<file path="src/hw/rtl/button_click_hold_detector_macros.svh">
// Assertion helpers shared by the detector's RTL files.
`ifndef BUTTON_CLICK_HOLD_DETECTOR_MACROS_SVH
`define BUTTON_CLICK_HOLD_DETECTOR_MACROS_SVH

// Condition must hold at every clock edge out of reset.
`define BCHD_ASSERT_ALWAYS(lbl, clk, rstn, cond) \
	lbl: assert property (@(posedge clk) disable iff (!rstn) (cond)) \
		else $error("bchd: check failed");

// Consequent must hold in the cycle after the antecedent.
`define BCHD_ASSERT_NEXT(lbl, clk, rstn, ante, cons) \
	lbl: assert property (@(posedge clk) disable iff (!rstn) (ante) |=> (cons)) \
		else $error("bchd: check failed");

`endif

</file>
<file path="src/hw/rtl/bchd_pkg.sv">
package bchd_pkg;

	// Defaults and fixed widths
	localparam int BUTTONS_DEF = 2;
	localparam int IDX_MAX_W   = 3;
	localparam int QUEUE_DEPTH = 2;
	localparam int ADDR_W      = 5;
	localparam int DATA_W      = 32;
	localparam int HOLD_LEVELS = 5;

	// Register indexes (byte address = 4 * index)
	localparam logic [2:0] REG_ACTIVE_LEVEL  = 3'd0;
	localparam logic [2:0] REG_DEBOUNCE      = 3'd1;
	localparam logic [2:0] REG_HOLD_PERIOD   = 3'd2;
	localparam logic [2:0] REG_RELEASE_DELAY = 3'd3;
	localparam logic [2:0] REG_HOLD_MARK     = 3'd4;

	// Event kinds
	localparam logic KIND_HOLD    = 1'b0;
	localparam logic KIND_SUMMARY = 1'b1;

	typedef struct packed {
		logic        active_level;
		logic [7:0]  debounce_samples;
		logic [15:0] hold_period_ticks;
		logic [15:0] release_delay_ticks;
		logic [7:0]  hold_mark_base;
	} cfg_t;

	typedef struct packed {
		logic                 kind;
		logic [IDX_MAX_W-1:0] idx;
		logic [2:0]           level;
		logic [7:0]           press;
		logic [7:0]           hold;
		logic                 last;
	} event_t;

endpackage

</file>
<file path="src/hw/rtl/bchd_regs.sv">
module bchd_regs import bchd_pkg::*; (
	input  logic              clk,
	input  logic              arst_n,
	input  logic              psel,
	input  logic              penable,
	input  logic              pwrite,
	input  logic [ADDR_W-1:0] paddr,
	input  logic [DATA_W-1:0] pwdata,
	output logic [DATA_W-1:0] prdata,
	output logic              pready,
	output cfg_t              cfg
);

	logic        active_level_q;
	logic [7:0]  debounce_q;
	logic [15:0] hold_period_q;
	logic [15:0] release_delay_q;
	logic [7:0]  hold_mark_q;
	logic [2:0]  reg_idx;
	logic        wr_en;

	assign pready  = 1'b1;
	assign reg_idx = paddr[4:2];
	assign wr_en   = psel && penable && pwrite;

	// Register writes
	always_ff @(posedge clk or negedge arst_n) begin
		if (!arst_n) begin
			active_level_q  <= 1'b0;
			debounce_q      <= 8'd5;
			hold_period_q   <= 16'd1000;
			release_delay_q <= 16'd500;
			hold_mark_q     <= 8'd1;
		end else if (wr_en) begin
			case (reg_idx)
				REG_ACTIVE_LEVEL:  active_level_q  <= pwdata[0];
				REG_DEBOUNCE:      debounce_q      <= pwdata[7:0];
				REG_HOLD_PERIOD:   hold_period_q   <= pwdata[15:0];
				REG_RELEASE_DELAY: release_delay_q <= pwdata[15:0];
				REG_HOLD_MARK:     hold_mark_q     <= pwdata[7:0];
				default: ;
			endcase
		end
	end

	// Read mux
	always_comb begin
		case (reg_idx)
			REG_ACTIVE_LEVEL:  prdata = {{(DATA_W-1){1'b0}}, active_level_q};
			REG_DEBOUNCE:      prdata = {{(DATA_W-8){1'b0}}, debounce_q};
			REG_HOLD_PERIOD:   prdata = {{(DATA_W-16){1'b0}}, hold_period_q};
			REG_RELEASE_DELAY: prdata = {{(DATA_W-16){1'b0}}, release_delay_q};
			REG_HOLD_MARK:     prdata = {{(DATA_W-8){1'b0}}, hold_mark_q};
			default:           prdata = '0;
		endcase
	end

	assign cfg.active_level        = active_level_q;
	assign cfg.debounce_samples    = debounce_q;
	assign cfg.hold_period_ticks   = hold_period_q;
	assign cfg.release_delay_ticks = release_delay_q;
	assign cfg.hold_mark_base      = hold_mark_q;

endmodule

</file>
<file path="src/hw/rtl/bchd_front.sv">
`include "button_click_hold_detector_macros.svh"

module bchd_front import bchd_pkg::*; #(
	parameter int BUTTONS = BUTTONS_DEF
) (
	input  logic               clk,
	input  logic               arst_n,
	input  cfg_t               cfg,
	input  logic               in_valid,
	output logic               in_ready,
	input  logic [BUTTONS-1:0] button_levels,
	output logic               push_valid,
	output event_t             push_item,
	input  logic               push_ready
);

	localparam int IDX_W = (BUTTONS > 1) ? $clog2(BUTTONS) : 1;

	// Per-button state and the shared hold and release timers
	logic       stable_q [BUTTONS];
	logic       cand_q   [BUTTONS];
	logic [7:0] run_q    [BUTTONS];
	logic [7:0] press_q  [BUTTONS];
	logic [7:0] hold_q   [BUTTONS];
	logic       held_q   [BUTTONS];
	logic       rel_q    [BUTTONS];
	logic [15:0] hc_q;
	logic [15:0] rc_q;

	// Next state
	logic       stable_n [BUTTONS];
	logic       cand_n   [BUTTONS];
	logic [7:0] run_n    [BUTTONS];
	logic [7:0] press_n  [BUTTONS];
	logic [7:0] hold_n   [BUTTONS];
	logic       held_n   [BUTTONS];
	logic       rel_n    [BUTTONS];
	logic       pressed_w[BUTTONS];
	logic [7:0] mark_d   [BUTTONS];
	logic [15:0] hc_n;
	logic [15:0] rc_n;

	// Events found on this tick
	logic [BUTTONS-1:0] ev_mask;
	logic       ev_kind  [BUTTONS];
	logic [2:0] ev_level [BUTTONS];
	logic [7:0] ev_press [BUTTONS];
	logic [7:0] ev_hold  [BUTTONS];

	// Event snapshot, drained one item a cycle while push_ready is high
	logic [BUTTONS-1:0] pend_q;
	logic       evk_q [BUTTONS];
	logic [2:0] evl_q [BUTTONS];
	logic [7:0] evp_q [BUTTONS];
	logic [7:0] evh_q [BUTTONS];

	logic [7:0]  need;
	logic [15:0] hold_per;
	logic [15:0] rel_per;
	logic        hold_now, rel_loaded, fire, any_held;
	logic        accept, push;
	logic [IDX_W-1:0]   sel;
	logic [BUTTONS-1:0] sel_bit;
	logic [BUTTONS-1:0] hold_pend;

	assign need     = (cfg.debounce_samples == 8'd0) ? 8'd1 : cfg.debounce_samples;
	assign hold_per = (cfg.hold_period_ticks == 16'd0) ? 16'd1 : cfg.hold_period_ticks;
	assign rel_per  = (cfg.release_delay_ticks == 16'd0) ? 16'd1 : cfg.release_delay_ticks;

	assign in_ready = (pend_q == '0);
	assign accept   = in_valid && in_ready;

	// Tick evaluation: debounce, hold timer, release timer
	always_comb begin
		hold_now   = 1'b0;
		rel_loaded = 1'b0;
		any_held   = 1'b0;
		hc_n       = hc_q;
		rc_n       = rc_q;
		for (int i = 0; i < BUTTONS; i++) begin
			pressed_w[i] = (button_levels[i] == cfg.active_level);
			stable_n[i]  = stable_q[i];
			cand_n[i]    = cand_q[i];
			run_n[i]     = run_q[i];
			press_n[i]   = press_q[i];
			hold_n[i]    = hold_q[i];
			held_n[i]    = held_q[i];
			rel_n[i]     = rel_q[i];
			mark_d[i]    = 8'd0;
			ev_mask[i]   = 1'b0;
			ev_kind[i]   = KIND_HOLD;
			ev_level[i]  = 3'd0;
			ev_press[i]  = 8'd0;
			ev_hold[i]   = 8'd0;
			if (pressed_w[i] != cand_q[i]) begin
				cand_n[i] = pressed_w[i];
				run_n[i]  = 8'd1;
			end else if (run_q[i] != 8'hFF) begin
				run_n[i] = run_q[i] + 8'd1;
			end
			if ((cand_n[i] != stable_q[i]) && (run_n[i] >= need)) begin
				stable_n[i] = cand_n[i];
				if (cand_n[i]) begin
					press_n[i] = press_q[i] + 8'd1;
					if (!held_q[i])
						hold_now = 1'b1;
					held_n[i] = 1'b1;
					rel_n[i]  = 1'b0;
				end else begin
					rel_n[i]   = 1'b1;
					held_n[i]  = 1'b0;
					rel_loaded = 1'b1;
				end
			end
		end

		// hold timer; a new first press fires at once
		fire = hold_now;
		if (!hold_now && (hc_q != 16'd0)) begin
			hc_n = hc_q - 16'd1;
			fire = (hc_q == 16'd1);
		end
		if (fire) begin
			for (int i = 0; i < BUTTONS; i++) begin
				if (held_n[i]) begin
					any_held  = 1'b1;
					hold_n[i] = hold_q[i] + 8'd1;
					mark_d[i] = hold_n[i] - cfg.hold_mark_base;
					if (mark_d[i] < 8'(HOLD_LEVELS)) begin
						ev_mask[i]  = 1'b1;
						ev_kind[i]  = KIND_HOLD;
						ev_level[i] = mark_d[i][2:0] + 3'd1;
						ev_press[i] = press_n[i];
						ev_hold[i]  = hold_n[i];
					end
				end
			end
			hc_n = any_held ? hold_per : 16'd0;
		end

		// release timer; summaries on expiry
		if (rel_loaded) begin
			rc_n = rel_per;
		end else if (rc_q != 16'd0) begin
			rc_n = rc_q - 16'd1;
			if (rc_q == 16'd1) begin
				for (int i = 0; i < BUTTONS; i++) begin
					if (rel_n[i]) begin
						ev_mask[i]  = 1'b1;
						ev_kind[i]  = KIND_SUMMARY;
						ev_level[i] = 3'd0;
						ev_press[i] = press_n[i];
						ev_hold[i]  = hold_n[i];
						press_n[i]  = 8'd0;
						hold_n[i]   = 8'd0;
						held_n[i]   = 1'b0;
						rel_n[i]    = 1'b0;
					end
				end
			end
		end
	end

	// State update on an accepted tick
	always_ff @(posedge clk or negedge arst_n) begin
		if (!arst_n) begin
			for (int i = 0; i < BUTTONS; i++) begin
				stable_q[i] <= 1'b0;
				cand_q[i]   <= 1'b0;
				run_q[i]    <= 8'd0;
				press_q[i]  <= 8'd0;
				hold_q[i]   <= 8'd0;
				held_q[i]   <= 1'b0;
				rel_q[i]    <= 1'b0;
			end
			hc_q <= 16'd0;
			rc_q <= 16'd0;
		end else if (accept) begin
			for (int i = 0; i < BUTTONS; i++) begin
				stable_q[i] <= stable_n[i];
				cand_q[i]   <= cand_n[i];
				run_q[i]    <= run_n[i];
				press_q[i]  <= press_n[i];
				hold_q[i]   <= hold_n[i];
				held_q[i]   <= held_n[i];
				rel_q[i]    <= rel_n[i];
			end
			hc_q <= hc_n;
			rc_q <= rc_n;
		end
	end

	// Hold events go out before summaries, lowest button first within each kind
	always_comb begin
		sel = '0;
		for (int i = 0; i < BUTTONS; i++)
			hold_pend[i] = pend_q[i] && (evk_q[i] == KIND_HOLD);
		for (int i = BUTTONS - 1; i >= 0; i--) begin
			if (pend_q[i])
				sel = IDX_W'(i);
		end
		if (hold_pend != '0) begin
			for (int i = BUTTONS - 1; i >= 0; i--) begin
				if (hold_pend[i])
					sel = IDX_W'(i);
			end
		end
		for (int i = 0; i < BUTTONS; i++)
			sel_bit[i] = (sel == IDX_W'(i));
	end

	assign push_valid      = (pend_q != '0);
	assign push            = push_valid && push_ready;
	assign push_item.kind  = evk_q[sel];
	assign push_item.idx   = IDX_MAX_W'(sel);
	assign push_item.level = evl_q[sel];
	assign push_item.press = evp_q[sel];
	assign push_item.hold  = evh_q[sel];
	assign push_item.last  = ((pend_q & ~sel_bit) == '0);

	// Pending mask
	always_ff @(posedge clk or negedge arst_n) begin
		if (!arst_n)
			pend_q <= '0;
		else if (accept)
			pend_q <= ev_mask;
		else if (push)
			pend_q <= pend_q & ~sel_bit;
	end

	// Event payload snapshot
	always_ff @(posedge clk) begin
		if (accept) begin
			for (int i = 0; i < BUTTONS; i++) begin
				evk_q[i] <= ev_kind[i];
				evl_q[i] <= ev_level[i];
				evp_q[i] <= ev_press[i];
				evh_q[i] <= ev_hold[i];
			end
		end
	end

	`BCHD_ASSERT_NEXT(a_busy_after_events, clk, arst_n, accept && (ev_mask != '0), !in_ready)
	`BCHD_ASSERT_NEXT(a_free_after_last, clk, arst_n, push && push_item.last, in_ready)

endmodule

</file>
<file path="src/hw/rtl/bchd_queue.sv">
`include "button_click_hold_detector_macros.svh"

module bchd_queue import bchd_pkg::*; #(
	parameter int DEPTH = QUEUE_DEPTH
) (
	input  logic   clk,
	input  logic   arst_n,
	input  logic   push_valid,
	input  event_t push_item,
	output logic   push_ready,
	output logic   pop_valid,
	output event_t pop_item,
	input  logic   pop_ready
);

	localparam int PTR_W = (DEPTH > 1) ? $clog2(DEPTH) : 1;
	localparam int CNT_W = $clog2(DEPTH + 1);

	event_t             mem_q [DEPTH];
	logic [PTR_W-1:0]   wr_ptr_q;
	logic [PTR_W-1:0]   rd_ptr_q;
	logic [CNT_W-1:0]   count_q;
	logic               push, pop;

	assign push_ready = (count_q != CNT_W'(DEPTH));
	assign pop_valid  = (count_q != '0);
	assign push       = push_valid && push_ready;
	assign pop        = pop_valid && pop_ready;
	assign pop_item   = mem_q[rd_ptr_q];

	// Storage
	always_ff @(posedge clk) begin
		if (push)
			mem_q[wr_ptr_q] <= push_item;
	end

	// Pointers and fill count
	always_ff @(posedge clk or negedge arst_n) begin
		if (!arst_n) begin
			wr_ptr_q <= '0;
			rd_ptr_q <= '0;
			count_q  <= '0;
		end else begin
			if (push)
				wr_ptr_q <= (wr_ptr_q == PTR_W'(DEPTH - 1)) ? '0 : wr_ptr_q + PTR_W'(1);
			if (pop)
				rd_ptr_q <= (rd_ptr_q == PTR_W'(DEPTH - 1)) ? '0 : rd_ptr_q + PTR_W'(1);
			if (push && !pop)
				count_q <= count_q + CNT_W'(1);
			else if (pop && !push)
				count_q <= count_q - CNT_W'(1);
		end
	end

	`BCHD_ASSERT_ALWAYS(a_count_bound, clk, arst_n, count_q <= CNT_W'(DEPTH))

endmodule

</file>
<file path="src/hw/rtl/bchd_back.sv">
module bchd_back import bchd_pkg::*; (
	input  logic   clk,
	input  logic   arst_n,
	input  logic   pop_valid,
	input  event_t pop_item,
	output logic   pop_ready,
	output logic   out_valid,
	output event_t out_item,
	input  logic   out_ready
);

	logic   out_valid_q;
	event_t out_item_q;

	assign pop_ready = !out_valid_q || out_ready;
	assign out_valid = out_valid_q;
	assign out_item  = out_item_q;

	// Output register valid
	always_ff @(posedge clk or negedge arst_n) begin
		if (!arst_n)
			out_valid_q <= 1'b0;
		else if (pop_ready)
			out_valid_q <= pop_valid;
	end

	// Output register payload
	always_ff @(posedge clk) begin
		if (pop_ready && pop_valid)
			out_item_q <= pop_item;
	end

endmodule

</file>
<file path="src/hw/rtl/button_click_hold_detector.sv">
// Channel   Handshake              Payload
// cfg       psel/penable/pready    paddr, pwdata, prdata (APB, reg i at 4*i)
// in        in_valid/in_ready      button_levels
// out       out_valid/out_ready    event_kind, button_index, hold_level,
//                                  press_total, hold_total, last_event
//
// A tick is evaluated in the cycle it is accepted; its k events (0..BUTTONS)
// then drain one per cycle into the queue while push_ready is high.
// in_ready is low while the front still holds undrained events of a tick.
// The queue (DEPTH entries) and the output register absorb DEPTH + 1 events
// of out_ready stall; beyond that the front waits on push_ready.
// Reset (arst_n, async) clears all debounce state, tallies, timers and queue.
module button_click_hold_detector import bchd_pkg::*; #(
	parameter int BUTTONS = BUTTONS_DEF,
	parameter int DEPTH   = QUEUE_DEPTH,
	localparam int IDX_W  = (BUTTONS > 1) ? $clog2(BUTTONS) : 1
) (
	input  logic               clk,
	input  logic               arst_n,
	input  logic               psel,
	input  logic               penable,
	input  logic               pwrite,
	input  logic [ADDR_W-1:0]  paddr,
	input  logic [DATA_W-1:0]  pwdata,
	output logic [DATA_W-1:0]  prdata,
	output logic               pready,
	input  logic               in_valid,
	output logic               in_ready,
	input  logic [BUTTONS-1:0] button_levels,
	output logic               out_valid,
	input  logic               out_ready,
	output logic               event_kind,
	output logic [IDX_W-1:0]   button_index,
	output logic [2:0]         hold_level,
	output logic [7:0]         press_total,
	output logic [7:0]         hold_total,
	output logic               last_event
);

	cfg_t   cfg;
	logic   push_valid, push_ready, pop_valid, pop_ready;
	event_t push_item, pop_item, out_item;

	bchd_regs u_regs (
		.clk     (clk),
		.arst_n  (arst_n),
		.psel    (psel),
		.penable (penable),
		.pwrite  (pwrite),
		.paddr   (paddr),
		.pwdata  (pwdata),
		.prdata  (prdata),
		.pready  (pready),
		.cfg     (cfg)
	);

	bchd_front #(.BUTTONS(BUTTONS)) u_front (
		.clk           (clk),
		.arst_n        (arst_n),
		.cfg           (cfg),
		.in_valid      (in_valid),
		.in_ready      (in_ready),
		.button_levels (button_levels),
		.push_valid    (push_valid),
		.push_item     (push_item),
		.push_ready    (push_ready)
	);

	bchd_queue #(.DEPTH(DEPTH)) u_queue (
		.clk        (clk),
		.arst_n     (arst_n),
		.push_valid (push_valid),
		.push_item  (push_item),
		.push_ready (push_ready),
		.pop_valid  (pop_valid),
		.pop_item   (pop_item),
		.pop_ready  (pop_ready)
	);

	bchd_back u_back (
		.clk       (clk),
		.arst_n    (arst_n),
		.pop_valid (pop_valid),
		.pop_item  (pop_item),
		.pop_ready (pop_ready),
		.out_valid (out_valid),
		.out_item  (out_item),
		.out_ready (out_ready)
	);

	// Result fields
	assign event_kind   = out_item.kind;
	assign button_index = out_item.idx[IDX_W-1:0];
	assign hold_level   = out_item.level;
	assign press_total  = out_item.press;
	assign hold_total   = out_item.hold;
	assign last_event   = out_item.last;

endmodule

</file>
<file path="config.mk">
export PLATFORM = sky130hd
export DESIGN_NAME = button_click_hold_detector
export DESIGN_NICKNAME = d
export VERILOG_FILES = /design/src/hw/rtl/bchd_pkg.sv /design/src/hw/rtl/bchd_regs.sv /design/src/hw/rtl/bchd_front.sv /design/src/hw/rtl/bchd_queue.sv /design/src/hw/rtl/bchd_back.sv /design/src/hw/rtl/button_click_hold_detector.sv
export VERILOG_INCLUDE_DIRS = /design/src /design/src/hw/rtl
export SDC_FILE = /design/constraint.sdc
export NUM_CORES = 1
export LEC_CHECK = 0
export BUFFER_PORTS_ARGS = -buffer_cell sky130_fd_sc_hd__buf_2
export CAP_MARGIN = 20
export CORE_ASPECT_RATIO = 1.2
export CORE_MARGIN = 2
export CORE_UTILIZATION = 47
export CTS_BUF_LIST = sky130_fd_sc_hd__clkbuf_8
export DETAILED_ROUTE_END_ITERATION = 8
export GPL_TIMING_DRIVEN = 0
export PLACE_DENSITY = 0.69
export SYNTH_ARGS = -nofsm -noshare
export SYNTH_HDL_FRONTEND = slang
export SYNTH_SLANG_ARGS = --single-unit
</file>
<file path="constraint.sdc">
create_clock -name clk -period 8.8 [get_ports clk]
set_clock_uncertainty 0.15 [all_clocks]
set_input_delay 0.44 -clock clk [delete_from_list [all_inputs] [get_ports clk]]
set_output_delay 0.44 -clock clk [all_outputs]
set_load 0.01 [all_outputs]
</file>
==> results of run 1 <==
-- routing by layer --
layer,GRT usage [%],wire [µm],up-vias
li1,-,-,4858
met1,26.7,13400,4855
met2,37.0,15500,305
met3,3.30,1450,86
met4,7.48,1160,0
met5,0,0,-
-- tightest hold or removal path, cell delays in order --
cell and delay [ns]:
buf_2 0.13, nand2_1 0.05, o21ai_0 0.07
-- layout make-up --
class                      count  area (µm²)  area share [%]
multi-input combinational    916        6250            40.6
tap                          379         474            3.08
clock buffer                  53         729            4.74
buffer                        67         347            2.25
timing repair buffer          80         500            3.25
sequential                   250        6810            44.2
clock inverter                27         140           0.910
inverter                      39         151           0.983
-- cell families (layout without fill, tap and decap cells) --
logic type | after synthesis | count (layout) | synth area share [%]
and+or+nand+nor | 390 | 390 | 14.2
xor gates and xnor gates | 63 | 63 | 4.15
AOI/OAI and AO/OA | 289 | 289 | 14.0
muxes | 110 | 110 | 8.98
adders and majority gates | 47 | 47 | 4.47
buffers and inverters | 106 | 266 | 3.68
other | 2 | 17 | 0.0557
DFF | 250 | 250 | 50.4
-- through the flow --
step / cells / total power (µW) / util (%) / worst slack, ns
2_1_floorplan: 1272 / 2300 / - / 4.62
3_3_place_gp: 1717 / 2550 / 51.1 / 3.76
3_5_place_dp: 1721 / 2590 / 51.4 / 3.76
4_1_cts: 1811 / 3640 / 54.8 / 3.74
5_1_grt: 1811 / 3850 / 54.8 / 3.47
6_report: 1811 / 3620 / 54.8 / 3.70
-- worst min path at each step --
stage,startpoint,end,slack [ns]
floorplan,arst_n,u_back.out_valid,-0.006
global placement,u_front.rc_q[13],u_front.rc_q[13],0.32
detailed placement,u_front.rc_q[13],u_front.rc_q[13],0.32
CTS,pwdata[2],u_regs.debounce_q[2],0.001
global route,pwdata[2],u_regs.debounce_q[2],0.03
finish,pwdata[2],u_regs.debounce_q[2],0.02
-- what timing repair did --
item,CTS,global route
endpoints found under the hold margin,82,0
gates resized for setup,0,0
hold buffers,10,0
-- synthesized netlist by cell type, types with 4 or more instances --
cell type / instances
o21ai_1: 11
dfstp_2: 15
buf_2: 9
nand2_1: 114
buf_4: 20
o21ai_0: 103
o211ai_1: 5
xnor2_1: 38
or2_2: 5
buf_1: 8
xor2_1: 24
nand2b_1: 14
nand4b_1: 4
nor2_1: 107
or3_1: 4
and3_1: 13
nand3_1: 30
ha_1: 45
mux2_2: 88
o22ai_1: 11
a22oi_1: 12
a221o_1: 5
nor2b_1: 11
nor3_1: 28
edfxtp_1: 106
nor4_1: 19
mux2i_1: 22
inv_1: 38
o311a_1: 4
a21boi_0: 4
dfrtp_1: 129
nand4_1: 5
and2_1: 9
nor4b_1: 4
a21oi_1: 54
o31ai_1: 30
o21a_1: 5
clkbuf_1: 29
-- power by group through the flow --
stage,logic (µW),clock network [µW],registers [µW]
2_1_floorplan,710,0,1590
3_5_place_dp,963,0,1630
3_3_place_gp,931,0,1620
6_report,973,1040,1610
5_1_grt,1100,1110,1640
4_1_cts,973,1060,1610
==> flow_metrics.py, run 1 <==
metrics = {
    "outcome": {
        "status": "finished clean",
    },
    "timing": {
        "finalSetupViolations": 0,
        "max_slew_margin_pct": 30.8,
        "drv_slew": 0,
        "min_period_ns": 5.10,
        "finalHoldWorstSlack_ns": 0.0216,
        "finalHoldViolations": 0,
        "tightest_slew_ns": 1.03,
        "tns_ns": 0,
        "clock.fmax_mhz": 196,
        "period_share_pct": 58.0,
        "rsz0062_at_grt": "no",
    },
    "synthesis": {
        "synth-edff-count": 106,
        "ys_ff_latch": 250,
        "yosysWarningCount": 0,
        "yosysTopAreaCellShare_pct": 23.9,
        "synthCells": 1257,
        "synth_cell_types": 82,
        "avgSynthCellArea_um2": 10.7,
        "yosys.area.top_type": "dfrtp_1",
        "ys_seq_area_share_pct": 50.4,
        "synthTopCellsByArea": "dfrtp_1, edfxtp_1, mux2_2, ha_1, o21ai_0",
        "netlist_area_mm2": 0.0135,
        "synth-main-ff-cell": "dfrtp_1",
        "ys_async_sr_fraction_pct": 57.6,
    },
    "worst_setup_path": {
        "regToRegStartpoint": "u_regs.active_level_q",
        "cp-start-kind": "register",
        "worst-path-buf-inv": 2,
        "critPathTopFamily": "simple AND/OR/NAND/NOR gates",
        "path_cells": "xor2_1, xnor2_1, clkbuf_1, nor2_1, ha_1, nand2b_1, a2111oi_4, o31ai_1, nand3_1, a31o_2, nor2_1, nor2_1, buf_2, nor2_1",
        "reg2regPathDepth": 14,
        "crit_top_cell": "nor2_1",
        "crit_start": "u_regs.active_level_q",
        "crit_required_ns": 8.94,
        "critPathCapture": "u_front.evp_q[0][3]",
        "critPathArrivalTime_ns": 5.24,
        "cpPeakStageDelay_ns": 0.55,
        "path_class": "register to register",
        "critPathSlowestCell": "dfrtp_1",
        "reg2reg_to": "u_front.evp_q[0][3]",
        "worst-path-stages": 14,
        "crit_fanout": 10,
        "rrSetupSlack_ns": 3.70,
        "end_kind": "register",
    },
    "power_and_ir_drop": {
        "clock_power_share_pct": 28.7,
        "power.leakage_uw": 0.00630,
        "ir_drop_mv": 0.147,
        "power_per_cell_area_mw_per_mm2": 235,
        "p_comb_share_pct": 26.9,
        "internal_power_uw": 2430,
        "power_frac_seq_pct": 44.4,
        "p_switching_uw": 1190,
        "swShare_pct": 32.9,
    },
    "placed_design": {
        "numPortBuffers": 66,
        "dp_hpwl_um": 23000,
        "place.gp.congestion": 0.900,
        "place_area_mm2": 0.0144,
    },
    "grt": {
        "grt_pass1_vias": 9852,
        "antenna_found_initial": 0,
        "grt_max_degree": 79,
        "grt.overflow.total": 0,
        "grt_use_total_pct": 21.3,
        "grt_pass1_wl_um": 50800,
    },
    "hold_path": {
        "hold_path_depth": 3,
        "hold_path.class": "primary input to register",
    },
    "cells_and_area": {
        "largest_reg_flops": 44,
        "syn2layout_area_growth_pct": 14.1,
        "drive_gt1_share_pct": 20.4,
        "final_cell_mix": "dfrtp_1, nand2_1, nor2_1",
        "nFillCells": 2475,
        "fin_area_mm2": 0.0154,
        "max_flop_register": "u_queue.mem_q",
        "layout.nets": 1490,
        "insertedDiodeCount": 0,
        "final_common_cell": "dfrtp_1",
    },
    "cts": {
        "post_cts_buffers": 0,
        "cts.sinks": 250,
        "cts_tree": "yes",
        "clk_pin_slew_ns": 0.06,
        "h-tree-depth": 2,
        "clockBufferDepth": 3,
        "clockRootBuffer": "clkbuf_8",
        "clk_latency_ns": 0.56,
        "cts_buffers": 43,
    },
    "die": {
        "die_area_mm2": 0.0301,
        "die_y_um": 190,
        "io_pins": 103,
        "initial_utilization_pct": 48.0,
        "die_w_um": 159,
        "core_mm2": 0.0281,
        "fp-row-count": 67,
    },
    "detailed_routing": {
        "first_iter_violations": 646,
        "drtAntennaViolNets": 0,
        "drc_errors": 0,
        "first_pass_iters": 5,
        "finalWirelength_um": 31500,
        "drt-vias-per-instance": 5.58,
        "via_count": 10104,
        "wl_per_cell_um": 17.4,
    },
    "flow_run": {
        "maxCapViolCount": 0,
    },
}
No activity file was read; power rests on OpenSTA's default activity.
==> run 2: changes to the inputs <==
clock period = 4.8 ns   (was 8.8 ns; I/O delays follow)
==> flow_metrics.py, run 2 (synthesized netlist as in run 1, its figures left out) <==
metrics = {
    "outcome": {
        "status": "finished clean",
    },
    "timing": {
        "tightest_slew_ns": 1.04,
        "period_share_pct": 95.5,
        "finalHoldWorstSlack_ns": 0.0338,
        "max_slew_margin_pct": 30.3,
        "drv_slew": 0,
        "finalHoldViolations": 0,
        "min_period_ns": 4.58,
        "clock.fmax_mhz": 218,
        "finalSetupViolations": 0,
    },
    "cts": {
        "h-tree-depth": 2,
        "clockBufferDepth": 3,
        "clk_pin_slew_ns": 0.06,
        "clk_latency_ns": 0.56,
        "clockRootBuffer": "clkbuf_8",
        "cts.sinks": 250,
        "cts_tree": "yes",
        "cts_buffers": 43,
    },
    "worst_setup_path": {
        "crit_top_cell": "nor2_1",
        "reg2regPathDepth": 17,
        "cp-start-kind": "register",
        "crit_required_ns": 4.93,
        "critPathSlowestCell": "dfrtp_1",
        "end_kind": "register",
        "crit_fanout": 10,
        "critPathArrivalTime_ns": 4.71,
        "path_class": "register to register",
        "cpPeakStageDelay_ns": 0.43,
        "path_cells": "ha_1, inv_1, nor2_1, and3_2, nor2_1, nand3_1, xor2_1, nor2_1, ha_1, nand4_1, o31a_1, or3_1, buf_2, a31o_1, buf_2, and2_1, a221o_1",
    },
    "cells_and_area": {
        "insertedDiodeCount": 0,
        "final-instance-count-excl-fill": 1826,
        "layout.nets": 1505,
        "drive_gt1_share_pct": 21.1,
        "max_flop_register": "u_queue.mem_q",
        "final_common_cell": "dfrtp_1",
        "nFillCells": 2454,
        "fin_area_mm2": 0.0156,
        "final_cell_mix": "dfrtp_1, nand2_1, edfxtp_1",
        "largest_reg_flops": 44,
        "syn2layout_area_growth_pct": 15.8,
    },
    "die": {
        "fp-row-count": 67,
        "initial_utilization_pct": 48.0,
        "io_pins": 103,
        "die_y_um": 190,
        "core_mm2": 0.0281,
        "die_w_um": 159,
        "die_area_mm2": 0.0301,
    },
    "power_and_ir_drop": {
        "power_per_cell_area_mw_per_mm2": 427,
        "ir_drop_mv": 0.271,
        "power.leakage_uw": 0.00638,
    },
    "placed_design": {
        "place_area_mm2": 0.0144,
        "dp_hpwl_um": 23000,
        "numPortBuffers": 66,
        "dp.cells": 1721,
        "place.gp.congestion": 0.900,
    },
    "hold_path": {
        "hold_path.class": "primary input to register",
        "hold_path_depth": 3,
    },
    "grt": {
        "antenna_found_initial": 0,
        "grt.overflow.total": 0,
        "grt_max_degree": 79,
        "grt_pass1_vias": 9984,
        "grt_use_total_pct": 21.4,
        "grt_pass1_wl_um": 51300,
    },
    "detailed_routing": {
        "via_count": 10152,
        "first_pass_iters": 5,
        "drtAntennaViolNets": 0,
        "first_iter_violations": 714,
        "drt-vias-per-instance": 5.56,
        "drc_errors": 0,
        "finalWirelength_um": 31700,
        "wl_per_cell_um": 17.4,
    },
    "flow_run": {
        "maxCapViolCount": 0,
    },
}
## run 2: layout make-up
type / instances / area (µm²) / area share (%)
Buffer: 66 / 347 / 2.22
Clock buffer: 53 / 729 / 4.67
Clock inverter: 27 / 140 / 0.897
Inverter: 39 / 151 / 0.969
Multi-Input combinational cell: 916 / 6320 / 40.4
Sequential cell: 250 / 6810 / 43.6
Tap cell: 379 / 474 / 3.04
Timing Repair Buffer: 96 / 653 / 4.18
## run 2: final timing paths
kind | startpoint | end | slack, ns
worst max-delay path | u_front.run_q[8] | u_front.evh_q[1][4] | 0.22
worst min-delay path | paddr[3] | u_regs.debounce_q[0] | 0.03
worst max register to register | u_front.run_q[8] | u_front.evh_q[1][4] | 0.22
worst min register to register | u_front.rc_q[13] | u_front.rc_q[13] | 0.34
max in group asynchronous | arst_n | u_regs.debounce_q[2] | 3.55
min in group asynchronous | arst_n | u_front.rc_q[10] | 0.11
## run 2: timing repair
item	4_1_cts	5_1_grt
pin swaps	1	2
hold endpoints to repair	118	0
hold buffers	24	0
gates resized for setup	7	8
buffers inserted	0	1
setup endpoints to repair	23	62
## run 2: critical path: cells and delay by family (launching register included)
family          cells  cell delay, ns
compound gates      3            0.97
fa+ha+maj           2            0.59
buf+inv             3            0.48
simple gates        8            1.47
flops               1            0.43
xor+xnor            1            0.21
## run 2: power by group
part | total, µW | internal (µW) | switching (µW) | leakage [µW]
Clock | 1910 | 1050 | 854 | 0.000520
Sequential | 2950 | 2630 | 326 | 0.00285
Combinational | 1800 | 793 | 1010 | 0.00301
## run 2: layer usage
| metal | routed length, µm | track usage [%] | vias up | share of wire (%) |
|---|---|---|---|---|
| li1 | - | - | 4896 | - |
| met3 | 1440 | 3.23 | 82 | 4.5 |
| met2 | 15700 | 37.3 | 289 | 50 |
| met1 | 13500 | 26.9 | 4885 | 42 |
| met5 | 0 | 0 | - | 0 |
| met4 | 1110 | 7.62 | 0 | 3.5 |
## run 2: metrics by stage
| step | setup TNS, ns | setup slack [ns] | util [%] | power [µW] |
|---|---|---|---|---|
| 6_report | 0 | 0.217 | 55.6 | 6660 |
| 5_1_grt | -0.00988 | -0.00988 | 55.6 | 7090 |
| 4_1_cts | 0 | 0.0185 | 55.5 | 6690 |
| 3_5_place_dp | -3.44 | -0.223 | 51.4 | 4750 |
| 3_3_place_gp | -2.81 | -0.222 | 51.1 | 4680 |
| 2_1_floorplan | 0 | 0.624 | - | 4220 |
==> run 3: changes to the inputs <==
CORE_UTILIZATION = 59   (was 47)
PLACE_DENSITY = 0.82   (was 0.69)
==> flow_metrics.py, run 3 (synthesized netlist as in run 1, its figures left out) <==
metrics = {
    "outcome": {
        "status": "finished clean",
    },
    "cts": {
        "clk_pin_slew_ns": 0.06,
        "clockBufferDepth": 3,
        "clk_latency_ns": 0.57,
        "clockRootBuffer": "clkbuf_8",
        "cts_buffers": 41,
        "h-tree-depth": 2,
        "cts.sinks": 250,
        "cts_tree": "yes",
    },
    "timing": {
        "max_slew_margin_pct": 33.0,
        "finalHoldWorstSlack_ns": 0.0236,
        "finalSetupViolations": 0,
        "period_share_pct": 95.9,
        "tightest_slew_ns": 0.991,
        "setup_ws_ns": 0.195,
        "drv_slew": 0,
        "finalHoldViolations": 0,
        "min_period_ns": 4.60,
        "clock.fmax_mhz": 217,
    },
    "grt": {
        "grt_pass1_vias": 10322,
        "grt_use_total_pct": 26.9,
        "grt_pass1_wl_um": 51700,
        "grt.overflow.total": 0,
        "antenna_found_initial": 0,
        "grt_max_degree": 101,
    },
    "placed_design": {
        "place.gp.congestion": 0.882,
        "numPortBuffers": 66,
        "dp_slack_ns": -0.220,
        "dp_hpwl_um": 22300,
        "dp.cells": 1621,
        "place_area_mm2": 0.0143,
    },
    "detailed_routing": {
        "via_count": 10490,
        "first_pass_iters": 6,
        "drtAntennaViolNets": 0,
        "finalWirelength_um": 31800,
        "met2_wirelength_um": 16200,
        "first_iter_violations": 779,
        "wirelength_met1_um": 12500,
        "met3_length_um": 1960,
        "highest_layer": "met4",
        "drc_errors": 0,
        "drt-vias-per-instance": 6.10,
        "wl_per_cell_um": 18.5,
    },
    "die": {
        "die_area_mm2": 0.0241,
        "io_pins": 103,
        "initial_utilization_pct": 60.1,
        "fp-row-count": 60,
        "core_mm2": 0.0224,
        "die_y_um": 170,
        "die_w_um": 142,
    },
    "cells_and_area": {
        "max_flop_register": "u_queue.mem_q",
        "final-instance-count-excl-fill": 1721,
        "insertedDiodeCount": 0,
        "layout.nets": 1502,
        "final_cell_mix": "dfrtp_1, nand2_1, edfxtp_1",
        "syn2layout_area_growth_pct": 14.3,
        "nFillCells": 1634,
        "largest_reg_flops": 44,
        "drive_gt1_share_pct": 20.7,
        "final_common_cell": "dfrtp_1",
        "fin_area_mm2": 0.0154,
    },
    "power_and_ir_drop": {
        "power.leakage_uw": 0.00634,
        "p_comb_share_pct": 27.5,
        "power_uw": 6610,
        "power_per_cell_area_mw_per_mm2": 428,
        "swShare_pct": 33.7,
        "p_switching_uw": 2220,
        "internal_power_uw": 4380,
        "ir_drop_mv": 0.305,
        "power_frac_seq_pct": 44.9,
        "clock_power_share_pct": 27.7,
    },
    "worst_setup_path": {
        "reg2reg_to": "u_front.evh_q[1][6]",
        "cp-start-kind": "register",
        "path_class": "register to register",
        "crit_required_ns": 5.02,
        "critPathArrivalTime_ns": 4.83,
        "end_kind": "register",
        "rrSetupSlack_ns": 0.20,
        "crit_fanout": 10,
        "regToRegStartpoint": "u_front.run_q[8]",
        "reg2regPathDepth": 19,
    },
    "hold_path": {
        "hold_path.class": "primary input to async pin",
    },
    "flow_run": {
        "maxCapViolCount": 0,
    },
}
==> run 3: per-stage QoR <==
stage,utilization [%],TNS [ns]
3_3_place_gp,63.4,-1.71
6_report,68.7,0
2_1_floorplan,-,0
4_1_cts,68.6,0
5_1_grt,68.7,-0.00307
3_5_place_dp,63.8,-2.91
==> run 3: area by class of cell <==
| class | instances | area (µm²) | share of cell area (%) |
|---|---|---|---|
| timing repair buffer | 95 | 648 | 4.20 |
| clock inverter | 29 | 160 | 1.04 |
| clock buffer | 47 | 647 | 4.19 |
| tap | 279 | 349 | 2.26 |
| inverter | 39 | 151 | 0.982 |
| sequential | 250 | 6810 | 44.1 |
| multi-input combinational | 916 | 6320 | 41.0 |
| buffer | 66 | 345 | 2.24 |
==> run 3: worst max-delay path by stage <==
| stage | from | end | depth (start not counted) |
|---|---|---|---|
| final | u_front.run_q[8] | u_front.evh_q[1][6] | 19 |
| after global routing | u_front.run_q[0] | u_front.evh_q[1][6] | 18 |
| after CTS | u_regs.active_level_q | u_front.evh_q[1][6] | 15 |
| after detailed placement | u_regs.active_level_q | u_front.evh_q[1][6] | 14 |
| after global placement | u_regs.active_level_q | u_front.evh_q[1][6] | 14 |
| after floorplan | u_front.run_q[8] | u_front.evh_q[1][3] | 18 |
==> run 3: metal layers <==
metal  vias to the layer above  GRT usage (%)
li1                       4894              -
met1                      5055           32.2
met2                       439           47.8
met3                       102           4.66
met4                         0           11.2
met5                         -              0
==> run 3: power groups by stage <==
stage | logic [µW] | clock network (µW) | registers [µW]
floorplan | 1300 | 0 | 2920
detailed placement | 1760 | 0 | 2980
finish | 1820 | 1830 | 2960
CTS | 1800 | 1850 | 2950
global route | 2010 | 1950 | 3010
global placement | 1690 | 0 | 2970
==> run 3: repair_timing <==
action | CTS | global route
gates resized for setup | 6 | 9
hold buffers | 24 | 0
setup buffers | 1 | 0
endpoints found under the setup margin | 23 | 52
hold endpoints to repair | 182 | 0
pin swaps | 1 | 2
==> run 3: worst max-delay path, cell delays in order (launching register included) <==
cell and delay (ns):
dfrtp_1 0.43, ha_1 0.26, inv_1 0.10, nor2_1 0.07
and3_2 0.25, nor2_1 0.18, nand3_1 0.12, xor2_1 0.21
nor2_1 0.09, ha_1 0.31, nand4_1 0.20, o31a_1 0.33
or3_1 0.35, buf_2 0.17, a31o_1 0.23, buf_2 0.19
nor3_2 0.29, nor2_2 0.11, buf_2 0.20, nor2_1 0.19
